==> src/rtl/v2n_pkg.sv <==
// shared constants for the 2-d vector normalizer
// no dependencies; used by every rtl file of the block
package v2n_pkg;

  localparam int unsigned COORD_BITS_DEF     = 16;
  localparam int unsigned UNIT_FRAC_BITS_DEF = 14;
  localparam int unsigned UNIT_W             = 16;
  localparam int unsigned SQ_W               = 33;
  localparam int unsigned QUEUE_DEPTH        = 4;

  localparam logic [SQ_W-1:0] SQ_MAX = {SQ_W{1'b1}};

endpackage

==> src/rtl/v2n_queue.sv <==
// short register queue between the front and back pipelines
// uses v2n_pkg for its depth default
module v2n_queue #(
  parameter int unsigned WIDTH = 8,
  parameter int unsigned DEPTH = v2n_pkg::QUEUE_DEPTH
) (
  input  logic             clk_i,
  input  logic             rst_ni,
  input  logic             push_i,
  output logic             full_o,
  input  logic [WIDTH-1:0] data_i,
  input  logic             pop_i,
  output logic             empty_o,
  output logic [WIDTH-1:0] data_o
);

  localparam int unsigned AW = (DEPTH > 1) ? $clog2(DEPTH) : 1;

  logic [WIDTH-1:0] mem_q [DEPTH];
  logic [AW-1:0]    wptr_q, rptr_q;
  logic [AW:0]      cnt_q;
  logic             do_push, do_pop;

  assign full_o  = (cnt_q == (AW+1)'(DEPTH));
  assign empty_o = (cnt_q == '0);
  assign do_push = push_i && !full_o;
  assign do_pop  = pop_i && !empty_o;
  assign data_o  = mem_q[rptr_q];

  always_ff @(posedge clk_i or negedge rst_ni) begin
    if (!rst_ni) begin
      wptr_q <= '0;
      rptr_q <= '0;
      cnt_q  <= '0;
    end else begin
      if (do_push) wptr_q <= (wptr_q == AW'(DEPTH-1)) ? '0 : wptr_q + 1'b1;
      if (do_pop)  rptr_q <= (rptr_q == AW'(DEPTH-1)) ? '0 : rptr_q + 1'b1;
      if (do_push && !do_pop) cnt_q <= cnt_q + 1'b1;
      else if (do_pop && !do_push) cnt_q <= cnt_q - 1'b1;
    end
  end

  always_ff @(posedge clk_i) begin
    if (do_push) mem_q[wptr_q] <= data_i;
  end

endmodule

==> config.mk <==
export PLATFORM = sky130hd
export DESIGN_NAME = v2n_queue
export DESIGN_NICKNAME = d
export VERILOG_FILES = /design/src/rtl/v2n_pkg.sv /design/src/rtl/v2n_queue.sv
export SDC_FILE = /design/constraint.sdc
export NUM_CORES = 1
export LEC_CHECK = 0
export BUFFER_PORTS_ARGS = -buffer_cell sky130_fd_sc_hd__buf_2
export CAP_MARGIN = 40
export CORE_MARGIN = 2
export CORE_UTILIZATION = 35
export CTS_CLUSTER_SIZE = 28
export DETAILED_ROUTE_END_ITERATION = 16
export HOLD_SLACK_MARGIN = 0.05
export PLACE_DENSITY = 0.51
export RECOVER_POWER = 50
export SLEW_MARGIN = 20
export SYNTH_ARGS = -nofsm -noshare
export SYNTH_HDL_FRONTEND = slang
export SYNTH_SLANG_ARGS = --single-unit
==> constraint.sdc <==
create_clock -name clk_i -period 1.8 [get_ports clk_i]
set_input_delay 0.09 -clock clk_i [delete_from_list [all_inputs] [get_ports clk_i]]
set_output_delay 0.09 -clock clk_i [all_outputs]
set_load 0.005 [all_outputs]
==> flow_metrics.py <==
metrics = {
    "worst_setup_path": {
        "worstSetupStartpointType": "flip-flop",
        "crit_type": "flip-flop to flip-flop",
        "path_max_fanout": 4,
        "rr_worst_depth": 6,
        "required_ps": 1970,
        "crit_arrival_ps": 1980,
        "r2r-start": "cnt_q[0]$_DFFE_PN0P_",
        "rrSetupSlack_ps": -7,
        "endpoint_kind": "flip-flop",
        "r2r_end": "cnt_q[1]$_DFFE_PN0P_",
    },
    "cts": {
        "clkTransAtPathRegs_ps": 70,
        "cts_tree": "done",
        "clock-sinks": 39,
        "clock_latency_ps": 290,
        "clockBufferDepth": 2,
        "h-tree-depth": 2,
        "cts-root-buf": "clkbuf_8",
        "tritoncts.num_buffers": 5,
    },
    "global_routing": {
        "grt_max_degree": 13,
        "top_usage_layer": "met2",
        "use_met2": 0.1872,
        "grt-ovfl-total": 0,
        "grt_use_met1": 0.1429,
        "first_global_vias": 869,
        "met3_usage": 0.04583,
        "grt_pass1_wl_mm": 4.298,
        "antenna_found_initial": 0,
        "gr-usage-all-layers": 0.1184,
    },
    "placed_design": {
        "place_hpwl_mm": 1.841,
        "gp_congestion": 0.7040,
        "numPortBuffers": 21,
    },
    "yosys": {
        "seq_area_frac_synth": 0.7022,
        "synth_area_mm2": 0.001618,
        "syn_nets": 98,
        "synthCells": 79,
        "avgSynthCellArea_um2": 20.48,
        "synth-seq-cells": 39,
        "yosysWarnings": 0,
        "synth_cell_types": 19,
    },
    "drt": {
        "via_per_inst": 4.620,
        "avgRoutedWirePerCell_um": 14.69,
        "drt-pass1-iter-count": 3,
        "ant_nets": 0,
        "drt-initial-drc-count": 70,
        "routed_wl_mm": 2.629,
        "vias": 827,
        "drc": 0,
    },
    "run_status": {
        "status": "complete, but fails checks",
        "violations": "setup timing",
    },
    "die": {
        "rows": 24,
        "die_h_um": 71.99,
        "io_pins": 22,
        "fp.dieW_um": 71.99,
        "core_mm2": 0.004414,
        "initial_core_util": 0.3665,
        "die_area_mm2": 0.005182,
    },
    "worst_hold_path": {
        "min-delay-start": "pop_i",
        "min_path_cells": 4,
        "hold_class": "input port to flip-flop",
        "holdPathEnd": "cnt_q[0]$_DFFE_PN0P_",
    },
    "sta": {
        "fmax_ghz": 0.5534,
        "hold_viol": 0,
        "min_period_over_period": 1.004,
        "slew_headroom": 0.6519,
        "setup_viol": 1,
        "fin_skew_ps": 8.113,
        "fin_crit_ps": 1807,
        "setup_slack_ps": -7.111,
        "final.setup.tns_ps": -7.111,
        "tightest_slew_ps": 522.1,
        "slew_violations": 0,
        "rsz0062_at_grt": "true",
    },
    "pwr": {
        "p_per_area_mw_per_mm2": 1603,
        "ir_drop_uv": 614.3,
        "report.power.total_w": 0.003386,
        "p_leak_nw": 0.7990,
    },
    "final_layout": {
        "syn_to_final_growth_pct": 30.55,
        "fin_util": 0.4785,
        "diodes": 0,
        "num-nets-final": 145,
        "fillers": 379,
        "drive_gt1_frac": 0.4173,
    },
    "flow_run": {
        "maxCapViolations": 0,
    },
}
==> through the flow <==
step                      instance area, um2  std cells  worst slack [ps]  hold WS (ps)
final                                   2112        179            -7.111         230.5
after global routing                    2112        179            -106.9         232.2
after CTS                               2108        178            -17.10         161.0
after detailed placement                1868        159            -24.81        -63.71
after global placement                  1868        159             9.468        -65.38
after floorplan                         1639         79            -8.287        -205.6
==> layout by cell type, fill, tap and decap left out, drive strengths merged <==
cell type,count
xnor2,1
fa,1
edfxtp,32
dfrtp,7
dlygate4sd3,9
nor3b,1
nand2,1
bufinv,2
xor2,2
and2,3
buf,22
nor2,4
clkbuf,17
inv,3
nor2b,1
nor3,1
mux2,5
mux4,8
ha,6
nand2b,1
==> cell type report <==
type | count | area [um2] | share of cell area
inverter | 3 | 11.26 | 0.005332
clock inverter | 2 | 60.06 | 0.02844
timing repair buffer | 42 | 281.5 | 0.1333
multi-input combinational | 35 | 481.7 | 0.2281
sequential | 39 | 1140 | 0.5397
tap | 52 | 65.06 | 0.03081
clock buffer | 6 | 72.57 | 0.03436
==> timing repair <==
item | in CTS | in global routing
gates cloned | 0 | 0
endpoints found under the hold margin | 39 | 0
pin swaps | 1 | 3
endpoints found under the setup margin | 10 | 2
resized for setup | 2 | 3
hold buffers | 9 | 0
buffers inserted | 2 | 1
==> power by group <==
| part | internal [W] | leakage (nW) | total, W | switching, W |
|---|---|---|---|---|
| Sequential | 0.00123 | 0.372 | 0.00144 | 0.000212 |
| Clock | 0.000554 | 0.0654 | 0.000843 | 0.000289 |
| Combinational | 0.000691 | 0.361 | 0.00110 | 0.000412 |
==> flip-flops by register name, summed over array words and instances (netlist names) <==
name    flops
mem_q      32
wptr_q      2
cnt_q       3
rptr_q      2
==> cells in the mapped netlist <==
master	number	area (um2)
edfxtp_1	32	960.9
mux4_2	8	180.2
dfrtp_1	7	175.2
ha_1	6	75.07
mux2_4	4	60.06
nor2_1	4	15.01
and2_1	3	18.77
inv_1	3	11.26
xor2_1	2	17.52
buf_2	1	5.000
clkbuf_1	1	3.750
fa_1	1	20.02
mux2_2	1	11.26
nand2_1	1	3.750
nand2b_4	1	13.76
nor2b_4	1	13.76
nor3_1	1	5.000
nor3b_4	1	18.77
xnor2_1	1	8.760
==> worst max-delay path by stage <==
stage | from | cells past startpoint | endpoint | slack, ps
floorplan | cnt_q[0]$_DFFE_PN0P_ | 6 | cnt_q[1]$_DFFE_PN0P_ | -8
global placement | cnt_q[1]$_DFFE_PN0P_ | 6 | cnt_q[1]$_DFFE_PN0P_ | 9
detailed placement | cnt_q[1]$_DFFE_PN0P_ | 6 | cnt_q[1]$_DFFE_PN0P_ | -20
CTS | cnt_q[1]$_DFFE_PN0P_ | 6 | cnt_q[1]$_DFFE_PN0P_ | -20
global route | cnt_q[1]$_DFFE_PN0P_ | 8 | cnt_q[2]$_DFFE_PN0P_ | -110
finish | cnt_q[0]$_DFFE_PN0P_ | 6 | cnt_q[1]$_DFFE_PN0P_ | -7
==> critical path, stage by stage (launching register included) <==
cell and delay (ps):
dfrtp_2 450, nor3b_4 250, nor2b_4 80, ha_4 160
inv_2 50, fa_2 430, mux2_2 270
==> per-layer routing <==
metal  up-vias  wire [um]
met4         0         31
met3         4        114
met1       415       1131
li1        393          -
met5         -          0
met2        15       1352
==> cells by family after synthesis <==
kind of cell	after synthesis	synth area share
simple gates	12	0.05490
flops	39	0.7022
buf+inv	5	0.01237
xor+xnor	3	0.01624
mux	13	0.1555
fa+ha+maj	7	0.05878
No activity file was read; power rests on OpenSTA's default activity.
