File: src/rtl/v2n_pkg.sv
// shared constants for the 2-d vector normalizer
// no dependencies; used by every rtl file of the block
package v2n_pkg;

  localparam int unsigned COORD_BITS_DEF     = 16;
  localparam int unsigned UNIT_FRAC_BITS_DEF = 14;
  localparam int unsigned UNIT_W             = 16;
  localparam int unsigned SQ_W               = 33;
  localparam int unsigned QUEUE_DEPTH        = 4;

  localparam logic [SQ_W-1:0] SQ_MAX = {SQ_W{1'b1}};

endpackage

File: src/rtl/v2n_front.sv
// front pipeline: forms the difference vector, magnitudes, signs and squares
// uses v2n_pkg for its parameter default; feeds v2n_queue
module v2n_front #(
  parameter int unsigned COORD_BITS = v2n_pkg::COORD_BITS_DEF
) (
  input  logic                         clk_i,
  input  logic                         rst_ni,
  input  logic                         push_i,
  output logic                         full_o,
  input  logic                         mode_i,
  input  logic signed [COORD_BITS-1:0] this_x_i,
  input  logic signed [COORD_BITS-1:0] this_y_i,
  input  logic signed [COORD_BITS-1:0] other_x_i,
  input  logic signed [COORD_BITS-1:0] other_y_i,
  output logic                         out_valid_o,
  input  logic                         out_ready_i,
  output logic [2*COORD_BITS-1:0]      out_sx_o,
  output logic [2*COORD_BITS-1:0]      out_sy_o,
  output logic [2*COORD_BITS:0]        out_s_o,
  output logic                         out_negx_o,
  output logic                         out_negy_o
);

  localparam int unsigned DW = COORD_BITS + 1;
  localparam int unsigned SW = 2 * COORD_BITS + 1;

  logic signed [DW-1:0]   dx, dy;
  logic [COORD_BITS-1:0]  mx, my;
  logic                   rdy1, rdy2, acc;
  logic                   v1_q, v2_q;
  logic [COORD_BITS-1:0]  mx_q, my_q;
  logic                   nx_q, ny_q, nx2_q, ny2_q;
  logic [2*COORD_BITS-1:0] sx_q, sy_q;

  always_comb begin
    if (mode_i) begin
      dx = DW'(other_x_i) - DW'(this_x_i);
      dy = DW'(other_y_i) - DW'(this_y_i);
    end else begin
      dx = DW'(this_x_i);
      dy = DW'(this_y_i);
    end
    // magnitude never reaches 2^COORD_BITS
    mx = dx[DW-1] ? COORD_BITS'(-dx) : COORD_BITS'(dx);
    my = dy[DW-1] ? COORD_BITS'(-dy) : COORD_BITS'(dy);
  end

  assign rdy2   = !v2_q || out_ready_i;
  assign rdy1   = !v1_q || rdy2;
  assign full_o = !rdy1;
  assign acc    = push_i && rdy1;

  always_ff @(posedge clk_i or negedge rst_ni) begin
    if (!rst_ni) begin
      v1_q <= 1'b0;
      v2_q <= 1'b0;
    end else begin
      if (rdy1) v1_q <= acc;
      if (rdy2) v2_q <= v1_q;
    end
  end

  always_ff @(posedge clk_i) begin
    if (acc) begin
      mx_q <= mx;
      my_q <= my;
      nx_q <= dx[DW-1];
      ny_q <= dy[DW-1];
    end
    if (rdy2 && v1_q) begin
      sx_q  <= mx_q * mx_q;
      sy_q  <= my_q * my_q;
      nx2_q <= nx_q;
      ny2_q <= ny_q;
    end
  end

  assign out_valid_o = v2_q;
  assign out_sx_o    = sx_q;
  assign out_sy_o    = sy_q;
  assign out_s_o     = SW'(sx_q) + SW'(sy_q);
  assign out_negx_o  = nx2_q;
  assign out_negy_o  = ny2_q;

endmodule

File: config.mk
export PLATFORM = sky130hd
export DESIGN_NAME = v2n_front
export DESIGN_NICKNAME = d
export VERILOG_FILES = /design/src/rtl/v2n_pkg.sv /design/src/rtl/v2n_front.sv
export SDC_FILE = /design/constraint.sdc
export NUM_CORES = 1
export LEC_CHECK = 0
export BUFFER_PORTS_ARGS = -buffer_cell sky130_fd_sc_hd__buf_2
export CORE_ASPECT_RATIO = 0.5
export CORE_UTILIZATION = 45
export CTS_BUF_LIST = sky130_fd_sc_hd__clkbuf_2 sky130_fd_sc_hd__clkbuf_4 sky130_fd_sc_hd__clkbuf_8
export CTS_CLUSTER_SIZE = 10
export DETAILED_ROUTE_END_ITERATION = 8
export GPL_TIMING_DRIVEN = 0
export PLACE_DENSITY = 0.73
export SYNTH_ARGS = -nofsm -noshare
export SYNTH_HDL_FRONTEND = slang
export SYNTH_SLANG_ARGS = --single-unit
File: constraint.sdc
create_clock -name clk_i -period 10.2 [get_ports clk_i]
set_input_delay 1.02 -clock clk_i [delete_from_list [all_inputs] [get_ports clk_i]]
set_output_delay 1.02 -clock clk_i [all_outputs]
set_load 0.1 [all_outputs]
==> impl_metrics.csv <==
group,metric,value,unit
floorplan,die_h,156,um
drt,drc,0,
sta,tightest_slew,1.09,ns
sta,fin_skew,0.0451,ns
clock_network,postCtsHoldBufs,0,
floorplan,start_util,45.6,%
sta,drv_slew,0,
sta,finalSetupViolCount,0,
synth,synth_common_cells,"562 x inv_1, 326 x fa_1, 265 x ha_1, 190 x nand2_1, 107 x nor2_1",
placed_design,dpl.hpwl,45800,um
critical_path,end_kind,"flop",
synth,syn-instance-count,2329,
synth,synthArstFlopShare,2.00,%
synth,synth_ff_type,"edfxtp_1",
sta,fmax,0.129,GHz
floorplan,dieArea,48500,sq um
grt,grt_pass1_wl,85700,um
grt,groute.usage.overall,22.7,%
clock_network,clock_path_buffers,2,
clock_network,clk_latency,0.46,ns
sta,rsz0062_at_grt,"false",
cells_and_area,area_growth,8.73,%
synth,yosysSeqAreaShare,14.0,%
clock_network,cts_tree,"yes",
drt,routed_wl,53000,um
grt,antenna_found_initial,5,
sta,hold_violations,0,
clock_network,cts_buffers,9,
grt,grt_pass1_vias,16900,
clock_network,cts_htree_levels,3,
synth,yosys.area.top_type,"fa_1",
drt,detail_route.vias_per_cell,5.25,
cells_and_area,utilization,49.6,%
clock_network,cts.clk_slew.worst_paths,0.16,ns
floorplan,pin_count,170,
synth,ys_top_cells_by_area,"fa_1 31%, ha_1 16%, edfxtp_1 14%, inv_1 9.9%, xnor2_1 3.8%",
synth,synthesis.area,21400,sq um
clock_network,clock_sinks,100,
critical_path,cp.required,10.49,ns
clock_network,cts_setup_buffers,0,
drt,wl_per_cell,16.8,um
clock_network,cts-root-buf,"clkbuf_8",
sta,tns,0,ns
placed_design,gp_congestion,0.962,
synth,yosys.area.top_type_share,30.5,%
drt,ant_nets,0,
placed_design,io_buffers,167,
synth,synth_edf_count,98,
drt,drtPass1Iterations,7,
sta,period_minus_slack,7.73,ns
grt,grt_max_degree,65,
synth,yosys_warnings,0,
cells_and_area,fin_nets,3168,
synth,yosysMostFrequentCell,"inv_1",
cells_and_area,ff_latch_area,2990,sq um
outcome,status,"complete, no violations",
cells_and_area,drive_above_1_share,8.91,%
critical_path,critical_path_class,"flop to flop",
cells_and_area,multiInputGateArea,16100,sq um
job,max_cap_violations,0,
critical_path,crit_arrival,8.02,ns
grt,overflow,0,
floorplan,rows,56,
cells_and_area,fillers,4372,
floorplan,die_w,310,um
min_path,hp-class,"input pin to asynchronous set/reset pin",
synth,syn_area_per_cell,9.18,sq um
floorplan,core_area,46900,sq um
critical_path,startpoint_type,"flop",
clock_network,cts-resized-gates,0,
synth,synth_cell_types,83,
drt,vias,16600,
synth,ys_seq_elements,100,
sta,fin_crit_sh,75.8,%
sta,max_slew_margin,25.5,%
drt,drt_iter0_drc,1018,
critical_path,worst-path-max-fanout,10,
[sequential cells by signal, summed over array words and instances (netlist names)]
register and cells:
out_sx_o 31, out_sy_o 31, mx_q 16, my_q 16, nx_q 1, ny_q 1
out_negx_o 1, out_negy_o 1, out_valid_o 1, v1_q 1
[final timing paths]
path,start,to,slack [ns],cells past startpoint
max,my_q[4]$_DFFE_PP_,out_sy_o[28]$_DFFE_PP_,2.47,21
min,rst_ni,out_valid_o$_DFFE_PN0P_,0.34,1
max reg2reg,my_q[4]$_DFFE_PP_,out_sy_o[28]$_DFFE_PP_,2.47,21
min reg2reg,nx_q$_DFFE_PP_,out_negx_o$_DFFE_PP_,0.43,0
max in group asynchronous,rst_ni,v1_q$_DFFE_PN0N_,9.77,1
min in group clk_i,nx_q$_DFFE_PP_,out_negx_o$_DFFE_PP_,0.43,0
[cell type report]
type / instances / area share (%)
Timing Repair Buffer: 167 / 3.59
Antenna cell: 3 / 0.0323
Inverter: 563 / 9.09
Buffer: 52 / 0.925
Tap cell: 638 / 3.43
Clock buffer: 9 / 0.533
Sequential cell: 100 / 12.9
Clock inverter: 7 / 0.404
Multi-Input combinational cell: 1615 / 69.1
[kinds of logic after synthesis]
kind of cell / after synthesis / synth area share, %
muxes: 13 / 0.620
buffers and inverters: 615 / 10.9
AOI/OAI and AO/OA: 339 / 10.9
and+or+nand+nor: 537 / 12.1
other: 1 / 0.0175
DFF: 100 / 14.0
adders and majority gates: 591 / 46.0
xor gates and xnor gates: 133 / 5.45
[worst max-delay path, cell delays in order (launching register included)]
cell and delay [ns]:
edfxtp_1 0.54, clkbuf_1 0.44, clkbuf_1 0.57, nand2_1 0.15, fa_1 0.44, fa_1 0.52, inv_1 0.05, fa_1 0.41
fa_1 0.51, fa_1 0.54, inv_1 0.05, fa_1 0.47, inv_1 0.04, ha_1 0.35, a21o_1 0.23, a2111oi_2 0.43
nand2b_1 0.10, o21ai_1 0.56, o211a_1 0.35, o31ai_1 0.19, or4b_1 0.50, nand4b_1 0.12
[placed cells by master (no fill, tap or decap), types with 9 or more instances in the layout]
| cell type | netlist | routed |
|---|---|---|
| inv_1 | 562 | 562 |
| fa_1 | 326 | 326 |
| ha_1 | 265 | 265 |
| nand2_1 | 190 | 190 |
| buf_2 | 4 | 171 |
| nor2_1 | 107 | 107 |
| edfxtp_1 | 98 | 98 |
| xnor2_1 | 94 | 94 |
| and2_1 | 96 | 94 |
| a21oi_1 | 89 | 89 |
| a21o_1 | 49 | 49 |
| clkbuf_1 | 43 | 43 |
| o21ai_0 | 41 | 41 |
| xor2_1 | 39 | 39 |
| nor2b_1 | 27 | 27 |
| nand3_1 | 22 | 22 |
| nor3_1 | 21 | 21 |
| o21a_1 | 18 | 18 |
| nand2b_1 | 17 | 17 |
| a31oi_1 | 16 | 16 |
| and3_1 | 15 | 15 |
| o21bai_1 | 15 | 15 |
| a211oi_1 | 12 | 12 |
| nand4_1 | 11 | 11 |
| mux2i_1 | 11 | 11 |
| o21ai_1 | 10 | 10 |
| clkbuf_8 | 0 | 9 |
[per-layer routing]
| metal | up-vias | GRT usage [%] | wire [um] |
|---|---|---|---|
| met3 | 88 | 3.99 | 3820 |
| li1 | 7764 | - | - |
| met5 | - | 0 | 22 |
| met1 | 8167 | 29.4 | 22700 |
| met4 | 4 | 6.59 | 1490 |
| met2 | 528 | 38.8 | 24900 |
[stage by stage]
step	cells	hold slack [ns]	area, sq um	setup WS [ns]
6_report	3154	0.338	23300	2.47
5_1_grt	3153	0.324	23300	2.22
4_1_cts	3151	0.304	23200	2.64
3_5_place_dp	3135	0.405	23000	2.72
3_3_place_gp	3135	0.404	23000	2.79
2_1_floorplan	2330	0.400	21400	3.97
Power is not shown: default switching activity piles up to over one toggle a cycle in this logic, so the estimate is an artifact.
